### src/rtl/lrsp_pkg.sv
package lrsp_pkg;

  typedef enum logic [2:0] {
    MODE_BOOT    = 3'd0,
    MODE_CONNECT = 3'd1,
    MODE_IDLE    = 3'd2,
    MODE_TX      = 3'd3,
    MODE_RX      = 3'd4,
    MODE_MUTED   = 3'd5,
    MODE_ERROR   = 3'd6
  } mode_t;

  // configuration register map
  localparam int unsigned CFG_AW       = 3;
  localparam logic        REG_RING_LEN = 1'b0;
  localparam logic [6:0]  RING_LEN_RST = 7'd12;

  localparam logic [6:0]  VOL_FULL      = 7'd100;
  localparam logic [3:0]  BLINK_PERIOD  = 4'd10;
  localparam logic [3:0]  BLINK_ON      = 4'd5;

  localparam logic [23:0] RGB_BOOT_BG  = 24'h000010;
  localparam logic [23:0] RGB_BLUE     = 24'h0000FF;
  localparam logic [23:0] RGB_VOL_ON   = 24'h0040FF;
  localparam logic [23:0] RGB_VOL_OFF  = 24'h050505;
  localparam logic [23:0] RGB_VU_OFF   = 24'h040404;
  localparam logic [23:0] RGB_GREEN    = 24'h00FF00;
  localparam logic [23:0] RGB_RED      = 24'hFF0000;
  localparam logic [23:0] RGB_ERR_ON   = 24'hFF4500;
  localparam logic [23:0] RGB_ERR_OFF  = 24'h202000;
  localparam logic [23:0] RGB_BLACK    = 24'h000000;

  // raised-cosine breathing curve, 20 + 40*(1 - cos(2*pi*k/40)) with pi = 3.14159
  localparam int unsigned BREATHE_LEN   = 40;
  localparam logic [7:0]  BREATHE_FLOOR = 8'd20;
  localparam logic [7:0] BREATHE_TABLE [BREATHE_LEN] = '{
    8'd20, 8'd20, 8'd21, 8'd24, 8'd27, 8'd31, 8'd36, 8'd41, 8'd47, 8'd53,
    8'd59, 8'd66, 8'd72, 8'd78, 8'd83, 8'd88, 8'd92, 8'd95, 8'd98, 8'd99,
    8'd100, 8'd99, 8'd98, 8'd95, 8'd92, 8'd88, 8'd83, 8'd78, 8'd72, 8'd66,
    8'd60, 8'd53, 8'd47, 8'd41, 8'd36, 8'd31, 8'd27, 8'd24, 8'd21, 8'd20
  };

  function automatic logic [7:0] breathe_level(input logic [7:0] k);
    logic [7:0] b;
    if (k < 8'(BREATHE_LEN)) begin
      b = BREATHE_TABLE[k[5:0]];
    end else begin
      b = BREATHE_FLOOR;
    end
    return b;
  endfunction

  typedef struct packed {
    logic load;  // capture the frame tick transaction
    logic emit;  // push one pixel into the output register
  } ctrl_cmd_t;

  typedef struct packed {
    logic slot_free;  // output register can take a pixel this cycle
    logic at_last;    // current pixel is the final LED
  } ctrl_status_t;

endpackage

### src/rtl/lrsp_in_if.sv
interface lrsp_in_if;
  logic       valid;
  logic       ready;
  logic [2:0] mode;
  logic [6:0] volume_percent;
  logic [8:0] vu_level;

  modport source (output valid, output mode, output volume_percent, output vu_level,
                  input ready);
  modport sink (input valid, input mode, input volume_percent, input vu_level,
                output ready);
endinterface

### src/rtl/lrsp_out_if.sv
interface lrsp_out_if;
  logic       valid;
  logic       ready;
  logic [5:0] pixel_index;
  logic [7:0] red;
  logic [7:0] green;
  logic [7:0] blue;
  logic       last_pixel;

  modport source (output valid, output pixel_index, output red, output green, output blue,
                  output last_pixel, input ready);
  modport sink (input valid, input pixel_index, input red, input green, input blue,
                input last_pixel, output ready);
endinterface

### src/rtl/lrsp_ctrl.sv
module lrsp_ctrl (
  input  logic                  clk,
  input  logic                  rst_n,
  input  logic                  in_valid,
  output logic                  in_ready,
  input  lrsp_pkg::ctrl_status_t st,
  output lrsp_pkg::ctrl_cmd_t    cmd
);

  typedef enum logic {
    S_IDLE,
    S_RUN
  } state_t;

  state_t state_r, state_nxt;

  always_comb begin
    state_nxt = state_r;
    case (state_r)
      S_IDLE: begin
        if (in_valid) begin
          state_nxt = S_RUN;
        end
      end
      S_RUN: begin
        if (st.slot_free && st.at_last) begin
          state_nxt = S_IDLE;
        end
      end
      default: state_nxt = S_IDLE;
    endcase
  end

  always_ff @(posedge clk) begin
    if (!rst_n) begin
      state_r <= S_IDLE;
    end else begin
      state_r <= state_nxt;
    end
  end

  assign in_ready = (state_r == S_IDLE);
  assign cmd.load = in_valid && in_ready;
  assign cmd.emit = (state_r == S_RUN) && st.slot_free;

  a_emit_free: assert property (@(posedge clk) disable iff (!rst_n)
    cmd.emit |-> st.slot_free)
    else $error("pixel pushed into an occupied output register");

  a_last_ends_frame: assert property (@(posedge clk) disable iff (!rst_n)
    cmd.emit && st.at_last |=> state_r == S_IDLE)
    else $error("frame did not end after its final pixel");

  a_run_holds: assert property (@(posedge clk) disable iff (!rst_n)
    (state_r == S_RUN) && !cmd.emit |=> state_r == S_RUN)
    else $error("frame dropped while output stalled");

endmodule

### src/rtl/lrsp_datapath.sv
module lrsp_datapath #(
  parameter int unsigned MAX_LEDS      = 64,
  parameter int unsigned BREATHE_STEPS = 40,
  localparam int unsigned NW   = $clog2(MAX_LEDS + 1),
  localparam int unsigned IDXW = (MAX_LEDS > 1) ? $clog2(MAX_LEDS) : 1,
  localparam int unsigned BW   = (BREATHE_STEPS > 1) ? $clog2(BREATHE_STEPS) : 1,
  localparam int unsigned PW   = NW + 9
) (
  input  logic                   clk,
  input  logic                   rst_n,
  input  logic [6:0]             ring_len,
  input  logic [2:0]             in_mode,
  input  logic [6:0]             in_volume_percent,
  input  logic [8:0]             in_vu_level,
  input  lrsp_pkg::ctrl_cmd_t    cmd,
  output lrsp_pkg::ctrl_status_t st,
  output logic                   out_valid,
  input  logic                   out_ready,
  output logic [5:0]             out_pixel_index,
  output logic [7:0]             out_red,
  output logic [7:0]             out_green,
  output logic [7:0]             out_blue,
  output logic                   out_last_pixel
);

  // frame context
  lrsp_pkg::mode_t mode_r;
  logic [PW-1:0]   prod_r;
  logic [NW-1:0]   n_r;
  logic [IDXW-1:0] pix_r, pix_nxt;

  // free-running phases
  logic [BW-1:0]   breathe_r, breathe_nxt;
  logic [3:0]      blink_r, blink_nxt;
  logic            half_r;
  logic [IDXW-1:0] spin_r, spin_nxt, spin_clamp;

  logic            out_valid_r;
  logic [5:0]      out_idx_r;
  logic [23:0]     out_rgb_r;
  logic            out_last_r;

  logic [NW-1:0]   n_c;
  logic [6:0]      vol_c;
  logic [8:0]      mul_a;
  logic [PW-1:0]   prod_c;
  logic [NW-1:0]   pix_cnt;
  logic [PW-1:0]   thresh;
  logic            lit;
  logic            at_last;
  logic [7:0]      bri;
  logic [23:0]     rgb;

  // effective LED count and bar length product, taken at frame start
  always_comb begin
    if (ring_len == 7'd0) begin
      n_c = NW'(1);
    end else if (32'(ring_len) > MAX_LEDS) begin
      n_c = NW'(MAX_LEDS);
    end else begin
      n_c = NW'(ring_len);
    end
    vol_c  = (in_volume_percent > lrsp_pkg::VOL_FULL) ? lrsp_pkg::VOL_FULL
                                                      : in_volume_percent;
    mul_a  = (lrsp_pkg::mode_t'(in_mode) == lrsp_pkg::MODE_IDLE) ? {2'b00, vol_c}
                                                                 : in_vu_level;
    prod_c = PW'(mul_a) * PW'(n_c);
    spin_clamp = (NW'(spin_r) >= n_c) ? '0 : spin_r;
  end

  // LED i is lit when (i+1)*scale <= level*n, i.e. i < floor(level*n/scale);
  // for VU that bound can exceed n, since vu_level reaches 511, but i < n always keeps the bar inside the ring
  always_comb begin
    pix_cnt = NW'(pix_r) + NW'(1);
    at_last = (pix_cnt == n_r);
    if (mode_r == lrsp_pkg::MODE_IDLE) begin
      thresh = PW'(pix_cnt) * PW'(lrsp_pkg::VOL_FULL);
    end else begin
      thresh = PW'(pix_cnt) << 8;
    end
    lit = (thresh <= prod_r);
    bri = lrsp_pkg::breathe_level(8'(breathe_r));

    case (mode_r)
      lrsp_pkg::MODE_BOOT:    rgb = (pix_r == spin_r) ? lrsp_pkg::RGB_BLUE
                                                      : lrsp_pkg::RGB_BOOT_BG;
      lrsp_pkg::MODE_CONNECT: rgb = {bri, bri, bri};
      lrsp_pkg::MODE_IDLE:    rgb = lit ? lrsp_pkg::RGB_VOL_ON : lrsp_pkg::RGB_VOL_OFF;
      lrsp_pkg::MODE_TX:      rgb = lit ? lrsp_pkg::RGB_GREEN : lrsp_pkg::RGB_VU_OFF;
      lrsp_pkg::MODE_RX:      rgb = lit ? lrsp_pkg::RGB_BLUE : lrsp_pkg::RGB_VU_OFF;
      lrsp_pkg::MODE_MUTED:   rgb = lrsp_pkg::RGB_RED;
      lrsp_pkg::MODE_ERROR:   rgb = (blink_r < lrsp_pkg::BLINK_ON) ? lrsp_pkg::RGB_ERR_ON
                                                                   : lrsp_pkg::RGB_ERR_OFF;
      default:                rgb = lrsp_pkg::RGB_BLACK;
    endcase
  end

  always_comb begin
    pix_nxt     = at_last ? '0 : IDXW'(pix_cnt);
    breathe_nxt = ((BW + 1)'(breathe_r) + (BW + 1)'(1) >= (BW + 1)'(BREATHE_STEPS))
                  ? '0 : breathe_r + BW'(1);
    blink_nxt   = (blink_r + 4'd1 >= lrsp_pkg::BLINK_PERIOD) ? 4'd0 : blink_r + 4'd1;
    spin_nxt    = (NW'(spin_r) + NW'(1) >= n_r) ? '0 : spin_r + IDXW'(1);
  end

  assign st.slot_free = !out_valid_r || out_ready;
  assign st.at_last   = at_last;

  always_ff @(posedge clk) begin
    if (!rst_n) begin
      n_r         <= NW'(1);
      pix_r       <= '0;
      breathe_r   <= '0;
      blink_r     <= 4'd0;
      half_r      <= 1'b0;
      spin_r      <= '0;
      out_valid_r <= 1'b0;
    end else begin
      if (cmd.load) begin
        n_r    <= n_c;
        pix_r  <= '0;
        spin_r <= spin_clamp;
      end else if (cmd.emit) begin
        pix_r <= pix_nxt;
        if (at_last) begin
          breathe_r <= breathe_nxt;
          blink_r   <= blink_nxt;
          half_r    <= !half_r;
          if (half_r) begin
            spin_r <= spin_nxt;
          end
        end
      end
      if (cmd.emit) begin
        out_valid_r <= 1'b1;
      end else if (out_ready) begin
        out_valid_r <= 1'b0;
      end
    end
  end

  always_ff @(posedge clk) begin
    if (cmd.load) begin
      mode_r <= lrsp_pkg::mode_t'(in_mode);
      prod_r <= prod_c;
    end
    if (cmd.emit) begin
      out_idx_r  <= 6'(pix_r);
      out_rgb_r  <= rgb;
      out_last_r <= at_last;
    end
  end

  assign out_valid       = out_valid_r;
  assign out_pixel_index = out_idx_r;
  assign out_red         = out_rgb_r[23:16];
  assign out_green       = out_rgb_r[15:8];
  assign out_blue        = out_rgb_r[7:0];
  assign out_last_pixel  = out_last_r;

  a_pix_in_frame: assert property (@(posedge clk) disable iff (!rst_n)
    NW'(pix_r) < n_r)
    else $error("pixel counter ran past the LED count");

  a_blink_range: assert property (@(posedge clk) disable iff (!rst_n)
    blink_r < lrsp_pkg::BLINK_PERIOD)
    else $error("blink phase out of period");

  a_spin_after_load: assert property (@(posedge clk) disable iff (!rst_n)
    cmd.load |=> NW'(spin_r) < n_r)
    else $error("spinner not inside the ring at frame start");

endmodule

### src/rtl/led_ring_status_pattern_generator.sv
// Channel   Dir  Payload                                   Transaction
// in_ch     in   mode, volume_percent, vu_level            one frame tick
// out_ch    out  pixel_index, red, green, blue, last_pixel one LED colour
// APB       in   ring length at byte address 0             register write/read
//
// A frame tick is taken while idle, then its LEDs leave one per cycle while out_ch is
// ready; each tick runs ring length LEDs (ring length clamped to 1..MAX_LEDS) through
// the single pixel counter in the datapath. The next tick is taken while the final
// pixel still sits in the output register. Output stalls hold the pixel counter.
// Reset (rst_n, synchronous) clears all phases and sets the ring length to 12.
module led_ring_status_pattern_generator #(
  parameter int unsigned MAX_LEDS      = 64,
  parameter int unsigned BREATHE_STEPS = 40
) (
  input  logic                        clk,
  input  logic                        rst_n,
  lrsp_in_if.sink                     in_ch,
  lrsp_out_if.source                  out_ch,
  input  logic                        psel,
  input  logic                        penable,
  input  logic                        pwrite,
  input  logic [lrsp_pkg::CFG_AW-1:0] paddr,
  input  logic [31:0]                 pwdata,
  output logic [31:0]                 prdata,
  output logic                        pready
);

  logic [6:0]             ring_len_r;
  lrsp_pkg::ctrl_cmd_t    cmd;
  lrsp_pkg::ctrl_status_t st;
  logic                   cfg_wr;
  logic                   in_ready;

  // register index sits at paddr[2]; anything beyond the ring length is ignored
  assign pready = 1'b1;
  assign cfg_wr = psel && penable && pwrite && pready;

  always_ff @(posedge clk) begin
    if (!rst_n) begin
      ring_len_r <= lrsp_pkg::RING_LEN_RST;
    end else if (cfg_wr && (paddr[2] == lrsp_pkg::REG_RING_LEN)) begin
      ring_len_r <= pwdata[6:0];
    end
  end

  assign prdata = (paddr[2] == lrsp_pkg::REG_RING_LEN) ? {25'd0, ring_len_r} : 32'd0;

  lrsp_ctrl u_ctrl (
    .clk      (clk),
    .rst_n    (rst_n),
    .in_valid (in_ch.valid),
    .in_ready (in_ready),
    .st       (st),
    .cmd      (cmd)
  );

  assign in_ch.ready = in_ready;

  lrsp_datapath #(
    .MAX_LEDS      (MAX_LEDS),
    .BREATHE_STEPS (BREATHE_STEPS)
  ) u_dp (
    .clk               (clk),
    .rst_n             (rst_n),
    .ring_len          (ring_len_r),
    .in_mode           (in_ch.mode),
    .in_volume_percent (in_ch.volume_percent),
    .in_vu_level       (in_ch.vu_level),
    .cmd               (cmd),
    .st                (st),
    .out_valid         (out_ch.valid),
    .out_ready         (out_ch.ready),
    .out_pixel_index   (out_ch.pixel_index),
    .out_red           (out_ch.red),
    .out_green         (out_ch.green),
    .out_blue          (out_ch.blue),
    .out_last_pixel    (out_ch.last_pixel)
  );

endmodule
### src/flat_wrapper.sv
// flat-port wrapper written by rule: the top's interface ports become plain ports
module led_ring_status_pattern_generator_flat 
#(
  parameter int unsigned MAX_LEDS      = 64,
  parameter int unsigned BREATHE_STEPS = 40
)
  (clk, rst_n, psel, penable, pwrite, paddr, pwdata, prdata, pready, in_ch_valid, in_ch_mode, in_ch_volume_percent, in_ch_vu_level, in_ch_ready, out_ch_valid, out_ch_pixel_index, out_ch_red, out_ch_green, out_ch_blue, out_ch_last_pixel, out_ch_ready);
  lrsp_in_if in_ch_i ();
  lrsp_out_if out_ch_i ();
  input  logic clk;
  input  logic rst_n;
  input  logic psel;
  input  logic penable;
  input  logic pwrite;
  input  logic [lrsp_pkg::CFG_AW-1:0] paddr;
  input  logic [31:0] pwdata;
  output logic [31:0] prdata;
  output logic pready;
  input wire logic [$bits(in_ch_i.valid)-1:0] in_ch_valid;
  input wire logic [$bits(in_ch_i.mode)-1:0] in_ch_mode;
  input wire logic [$bits(in_ch_i.volume_percent)-1:0] in_ch_volume_percent;
  input wire logic [$bits(in_ch_i.vu_level)-1:0] in_ch_vu_level;
  output wire logic [$bits(in_ch_i.ready)-1:0] in_ch_ready;
  output wire logic [$bits(out_ch_i.valid)-1:0] out_ch_valid;
  output wire logic [$bits(out_ch_i.pixel_index)-1:0] out_ch_pixel_index;
  output wire logic [$bits(out_ch_i.red)-1:0] out_ch_red;
  output wire logic [$bits(out_ch_i.green)-1:0] out_ch_green;
  output wire logic [$bits(out_ch_i.blue)-1:0] out_ch_blue;
  output wire logic [$bits(out_ch_i.last_pixel)-1:0] out_ch_last_pixel;
  input wire logic [$bits(out_ch_i.ready)-1:0] out_ch_ready;
  assign in_ch_i.valid = in_ch_valid;
  assign in_ch_i.mode = in_ch_mode;
  assign in_ch_i.volume_percent = in_ch_volume_percent;
  assign in_ch_i.vu_level = in_ch_vu_level;
  assign in_ch_ready = in_ch_i.ready;
  assign out_ch_valid = out_ch_i.valid;
  assign out_ch_pixel_index = out_ch_i.pixel_index;
  assign out_ch_red = out_ch_i.red;
  assign out_ch_green = out_ch_i.green;
  assign out_ch_blue = out_ch_i.blue;
  assign out_ch_last_pixel = out_ch_i.last_pixel;
  assign out_ch_i.ready = out_ch_ready;
  led_ring_status_pattern_generator #(.MAX_LEDS(MAX_LEDS), .BREATHE_STEPS(BREATHE_STEPS)) u_core (.clk(clk), .rst_n(rst_n), .in_ch(in_ch_i), .out_ch(out_ch_i), .psel(psel), .penable(penable), .pwrite(pwrite), .paddr(paddr), .pwdata(pwdata), .prdata(prdata), .pready(pready));
endmodule
### config.mk
export PLATFORM = sky130hd
export DESIGN_NAME = led_ring_status_pattern_generator_flat
export DESIGN_NICKNAME = d
export VERILOG_FILES = /design/src/rtl/lrsp_pkg.sv /design/src/rtl/lrsp_in_if.sv /design/src/rtl/lrsp_out_if.sv /design/src/rtl/lrsp_ctrl.sv /design/src/rtl/lrsp_datapath.sv /design/src/rtl/led_ring_status_pattern_generator.sv /design/src/flat_wrapper.sv
export SDC_FILE = /design/constraint.sdc
export NUM_CORES = 1
export LEC_CHECK = 0
export BUFFER_PORTS_ARGS = -buffer_cell sky130_fd_sc_hd__buf_4
export CORE_MARGIN = 3
export CORE_UTILIZATION = 60
export CTS_CLUSTER_SIZE = 20
export DETAILED_ROUTE_END_ITERATION = 10
export PLACE_DENSITY = 0.84
export SLEW_MARGIN = 0
export SYNTH_ARGS = -nofsm -noshare
export SYNTH_HDL_FRONTEND = slang
export SYNTH_HIERARCHICAL = 1
export SYNTH_SLANG_ARGS = --single-unit
### constraint.sdc
create_clock -name clk -period 10.9 [get_ports clk]
set_input_delay 0.545 -clock clk [delete_from_list [all_inputs] [get_ports clk]]
set_output_delay 0.545 -clock clk [all_outputs]
set_load 0.02 [all_outputs]
# After elaboration in Yosys (flattened, before gate mapping)
# Memory sizes are Yosys's and may differ from the RTL's.
# Cells that the tools add are included.
# word_totals
regBits,89
rom_bits,512
inputBits,61
output_inout_bits,66
word_cells,95
n_memories,1
# memory_table
memory,depth,width,read_ports,rd_ports_with_merged_regs,wr,line_no,rtl
(no name shown),64,8,1,0,0,lrsp_pkg.sv:46,b = BREATHE_TABLE[k[5:0]];
# op_classes
add_sub_neg,6
multipliers,2
order_cmp,10
eq_ne,10
muxes,29
bitwise,5
n_reduce_logical,18
# op_table
op,count
$pmux W24 S7,1
$mux W19,3
$mux W6,8
$mux W8,4
$mux W7,4
$mux W24,1
$add A6 B1 Y7 const B,3
$le A16 B16 Y1,1
$mul A9 B7 Y16,1
$mux W15,1
$gt A7 B7 Y1 const B,2
$add A6 B1 Y6 const B,2
$mul A7 B5 Y12 const B,1
$eq A3 B2 Y1 const B,3
$eq A3 B3 Y1 const B,3
$mux W9,1
$reduce_bool A2 Y1,4
$eq A7 B7 Y1,1
$ge A6 B7 Y1,1
$ge A7 B6 Y1 const B,1
$ge A7 B7 Y1,1
$ge A7 B7 Y1 const B,1
$logic_not A7 Y1,1
$not A6 Y7,1
18 further kinds,30

# Longest topological paths before layout
# logic_depth
depth_word,7
ltp_mapped,25
mapped_depth_nobuf,24

# Cells and area by module
# The synthesis kept the hierarchy.
# by_module_without_submodules
module,n_inst,cells_per_inst,area_each_um2,seq_area_each_um2
lrsp_datapath,1,874,7658.6,2122.0
led_ring_status_pattern_generator,1,66,561.8,140.1
lrsp_ctrl,1,6,51.3,20.0

# Least setup slack after synthesis
# Ideal clock, no wire load.
# synth_path
path_kind,input to register
from,input in_ch_mode[2]
to,register u_core.u_dp.prod_r[14] (data pin)
setup_ns,0.258
t_arrival_ns,5.131
required_ns,10.642
setup_slack_ns,5.511
stages,18
path_buffers,1
cell_sequence,nor2_1 and2_1 clkbuf_1 and3_1 a21oi_1 nor2_1 fa_1 inv_1 fa_1 fa_1 inv_1 fa_1 ha_1 nor2b_1 or4_1 a41o_1 o41a_1 xor2_1
# synth_via
elab_chain_cells,3
# synth_lines
item,line_no,rtl
from (decl),flat_wrapper.sv:20,input wire logic [$bits(in_ch_i.mode)-1:0] in_ch_mode;
$eq A3 B2 Y1,lrsp_datapath.sv:65,"mul_a = (lrsp_pkg::mode_t'(in_mode) == lrsp_pkg::MODE_IDLE) ? {2'b00, vol_c}"
$mux W9,lrsp_datapath.sv:65,
$mul A9 B7 Y16,lrsp_datapath.sv:67,prod_c = PW'(mul_a) * PW'(n_c);
via u_core.u_dp.prod_c[14],lrsp_datapath.sv:46,logic [PW-1:0] prod_c;
to (signal assigned),lrsp_datapath.sv:145,prod_r <= prod_c;
to (decl),lrsp_datapath.sv:28,logic [PW-1:0] prod_r;
# The timed path passes the listed nets, and every way through them passes these cells.
# A chain may end at the register's enable or synchronous reset.

# Final worst setup path
# layout_path
from,register u_core.u_dp.pix_r[0]
to,register u_core.u_dp.out_rgb_r[18] (data pin)
# layout_via
elab_chain_cells,6
word_cells_on_any_way,8
classes_between,add/sub (1); mul (1); order compare (1); mux (5)
# layout_lines
item,line_no,rtl
from (decl),lrsp_datapath.sv:30,"logic [IDXW-1:0] pix_r, pix_nxt;"
from (signal assigned),lrsp_datapath.sv:124,pix_r <= pix_nxt;
$add A6 B1 Y7 *,lrsp_datapath.sv:74,pix_cnt = NW'(pix_r) + NW'(1);
$mul A7 B5 Y12,lrsp_datapath.sv:77,thresh = PW'(pix_cnt) * PW'(lrsp_pkg::VOL_FULL);
$mux W15 *,lrsp_datapath.sv:76,if (mode_r == lrsp_pkg::MODE_IDLE) begin
$le A16 B16 Y1 *,lrsp_datapath.sv:81,lit = (thresh <= prod_r);
"$mux W19, on equally long branches","lrsp_datapath.sv:90, lrsp_datapath.sv:88, lrsp_datapath.sv:89",
$pmux W24 S7 *,lrsp_datapath.sv:84,case (mode_r)
via u_core.u_dp.rgb[18],lrsp_datapath.sv:52,logic [23:0] rgb;
to (signal assigned),lrsp_datapath.sv:149,out_rgb_r <= rgb;
to (decl),lrsp_datapath.sv:40,logic [23:0] out_rgb_r;
# Mark *: on every way through the listed nets, which the timed path passes. The rest lies on a longest branch.

==> summary.txt <==
Run status
  • Status: finished, final reports clean

Synth
  • Netlist cell types: 72
  • Yosys top cell area share: 0.182
  • #FFs+latches synth: 89
  • Synth Warn #: 6
  • Cells after Synth: 946
  • Post-synth EDFFs: 50
  • Top_reg_cell synth: edfxtp_1
  • Synth async-reset ratio: 0
  • Post-Synthesis Cell Area: 8270 µm²
  • Post-synth top area cell: edfxtp_1
  • Syn Area/Cell: 8.74 µm²
  • Area contributors post-synth: edfxtp_1, ha_1, dfxtp_1
  • Most frequent cell after synthesis: nand2_1
  • Register area share after synthesis: 0.276
  • Top post-synthesis cells by count: nand2_1, inv_1, ha_1

Placed design
  • I/O Buffers: 73
  • Routability congestion estimate: 0.895
  • Post-DP HPWL: 13.3 mm
  • Worst slack, placed: 4700 ps

Critical path
  • Critical path required time: 11,030 ps
  • Worst-path fanout max: 13
  • Worst path max stage delay: 690 ps
  • Most frequent CP cell: ha_1
  • Cell chain of the critical path: ha_1, xnor2_1, inv_1, ha_1, ha_1, inv_1, fa_1, inv_1, ha_1, a21oi_1, o21bai_1, a2111oi_0, nor3_1, xnor2_1, a21oi_1, ha_1, and4b_1, a31oi_1, nor2_1, nor2_1, o311ai_0
  • Flop-to-flop setup slack: 4920 ps
  • WP data arrival: 6110 ps
  • Startpoint Class: flop
  • Slowest-stage cell, CP: dfxtp_1
  • Worst Setup End Kind: flop
  • Crit path kind: flop to flop

Floorplanning
  • DIE AREA: 15,200 µm²
  • Num rows: 42
  • Initial Util: 0.620
  • # IOs: 127
  • Overall die width: 123 µm
  • Die Ht: 123 µm
  • Core area: 13,300 µm²

Finish
  • Area Growth Syn to Fin: 9.65%
  • Nets: 1,188
  • Layout fillers: 1,064
  • Fraction of layout instances using a drive strength above 1: 0.113
  • Antenna cells: 0

Run
  • Max-Cap Viols: 0

Timing
  • Final period util: 0.548
  • RSZ-0062 raised after global routing: false
  • Fmax: 0.167 GHz
  • Max Slew Vio Count: 0
  • Clk_skew: 12.2 ps
  • Final Hold Fails: 0
  • Slew headroom: 0.366
  • Slew @ Worst Pin: 949 ps
  • Setup TNS: 0 ps
  • Final setup fails: 0
  • Final setup margin: 4920 ps
  • Period minus WS final: 5980 ps

Global route
  • Initial antenna violation count: 0
  • Global route overflow: 0
  • Total track usage: 0.236
  • First-pass GRT wire length: 28.9 mm
  • Vias in the first global route: 6,153
  • Largest net degree at the start of global routing: 41

Drt
  • WL per Instance: 14.4 µm
  • Antenna viol nets, final: 0
  • Via density: 5.58
  • DRC viols: 0
  • Vias: 6,560
  • Drt initial violations: 595
  • First-pass detailed-route iteration total: 5
  • DRT Wirelength: 16.9 mm

Clock tree
  • CTS Sinks: 89
  • Cts bufs inserted: 9
  • Post-cts sizing count: 0
  • CTS clk-pin slew, worst paths: 70 ps
  • Clock buffer depth: 2
  • # hold bufs at CTS: 0
  • TritonCTS clock tree: built
  • Root buf cell: clkbuf_16
  • Htree depth: 3
  • Post-CTS Setup Repair Bufs: 0
  • Worst-skew pair later-pin latency: 350 ps

Pwr
  • Leakage: 4.43 nW
  • Sw Ratio: 0.324
  • Proportion of power drawn by flip-flops and latches: 0.416
  • Combinational Power Share: 0.283
  • Switch Pwr: 319 µW
  • Clock power share: 0.301
  • Power Density: 108 nW/µm²
  • Pint: 664 µW
  • Max rail drop VDD: 0.0833 mV

Min path
  • Tightest Hold Check Type: primary input to flop
metal layers:
layer,share of wire,vias up,global-route usage
met5,0,-,0
li1,-,3264,-
met3,0.064,25,0.0430
met4,0.019,0,0.0761
met2,0.46,227,0.373
met1,0.46,3044,0.331
flip-flops by register name, summed over array words and instances, names as in the netlist, 3 cells and up:
name / flops
u_core/u_dp/pix_r: 6
u_core/u_dp/prod_r: 16
u_core/u_dp/mode_r: 3
u_core/u_dp/blink_r: 4
u_core/u_dp/spin_r: 6
u_core/u_dp/out_rgb_r: 24
u_core/u_dp/out_pixel_index: 6
u_core/u_dp/breathe_r: 6
u_core/ring_len_r: 7
u_core/u_dp/n_r: 7
power by group through the flow:
stage	Combinational, mW	Clock (mW)	Sequential [mW]
after floorplan	0.206	0	0.420
after global placement	0.267	0	0.415
after detailed placement	0.275	0	0.416
after CTS	0.278	0.301	0.409
after global routing	0.316	0.317	0.412
final	0.278	0.296	0.409
critical path: cells and delay by family, from the launching register on:
family / cells / cell delay (ps)
AOI/OAI and AO/OA: 6 / 1340
xor gates and xnor gates: 2 / 470
adders and majority gates: 6 / 2090
buffers and inverters: 3 / 190
DFF: 1 / 690
and+or+nand+nor: 4 / 960
stage by stage:
| stage | hold slack, ps | util | cell area (µm²) | power (mW) | std cells |
|---|---|---|---|---|---|
| global route | 376 | 0.680 | 9070 | 1.05 | 1176 |
| CTS | 380 | 0.680 | 9070 | 0.988 | 1176 |
| detailed placement | 480 | 0.658 | 8790 | 0.691 | 1160 |
| floorplan | 406 | - | 8360 | 0.625 | 970 |
| global placement | 463 | 0.658 | 8790 | 0.682 | 1160 |
| finish | 389 | 0.680 | 9070 | 0.982 | 1176 |
final timing paths:
check	startpoint	endpoint	cells past startpoint
worst max-delay path	u_core/u_dp/pix_r[0]	u_core/u_dp/out_rgb_r[18]	21
worst min-delay path	in_ch_mode[2]	u_core/u_dp/mode_r[2]	1
worst max register to register	u_core/u_dp/pix_r[0]	u_core/u_dp/out_rgb_r[18]	21
worst min register to register	u_core/ring_len_r[5]	u_core/ring_len_r[5]	2
area by class of cell:
class	instances	area, µm²	area share
repair buffers	73	548	0.0604
multi-input cells	716	5340	0.589
well taps	176	220	0.0243
flip-flops and latches	89	2280	0.252
inverters	106	398	0.0439
clock buffers	9	225	0.0248
clock inverters	7	57.6	0.00635
logic make-up (layout without fill, tap and decap cells):
group                      count (synthesis)  after routing  synth area share
muxes                                     13             13            0.0159
adders and majority gates                132            132             0.232
buffers and inverters                    165            195            0.0895
DFF                                       89             89             0.276
xor gates and xnor gates                  44             44            0.0501
and+or+nand+nor                          327            327             0.192
other                                      2             26          0.000908
AOI/OAI and AO/OA                        174            174             0.143
layout by cell type, fill, tap and decap left out, drive strengths merged, types with 9 or more instances in the layout:
master    n
o21ai    32
ha       96
xor2     19
clkbuf    9
fa       36
edfxtp   50
nor2     86
a211oi   14
nand3    20
a21oi    43
and3     14
and2     17
nor2b    22
dfxtp    39
nand2   107
mux2i    12
inv     111
a21o     21
nor3      9
xnor2    23
nand2b   21
conb     26
buf      73
Power figures use the tool's default switching activity.
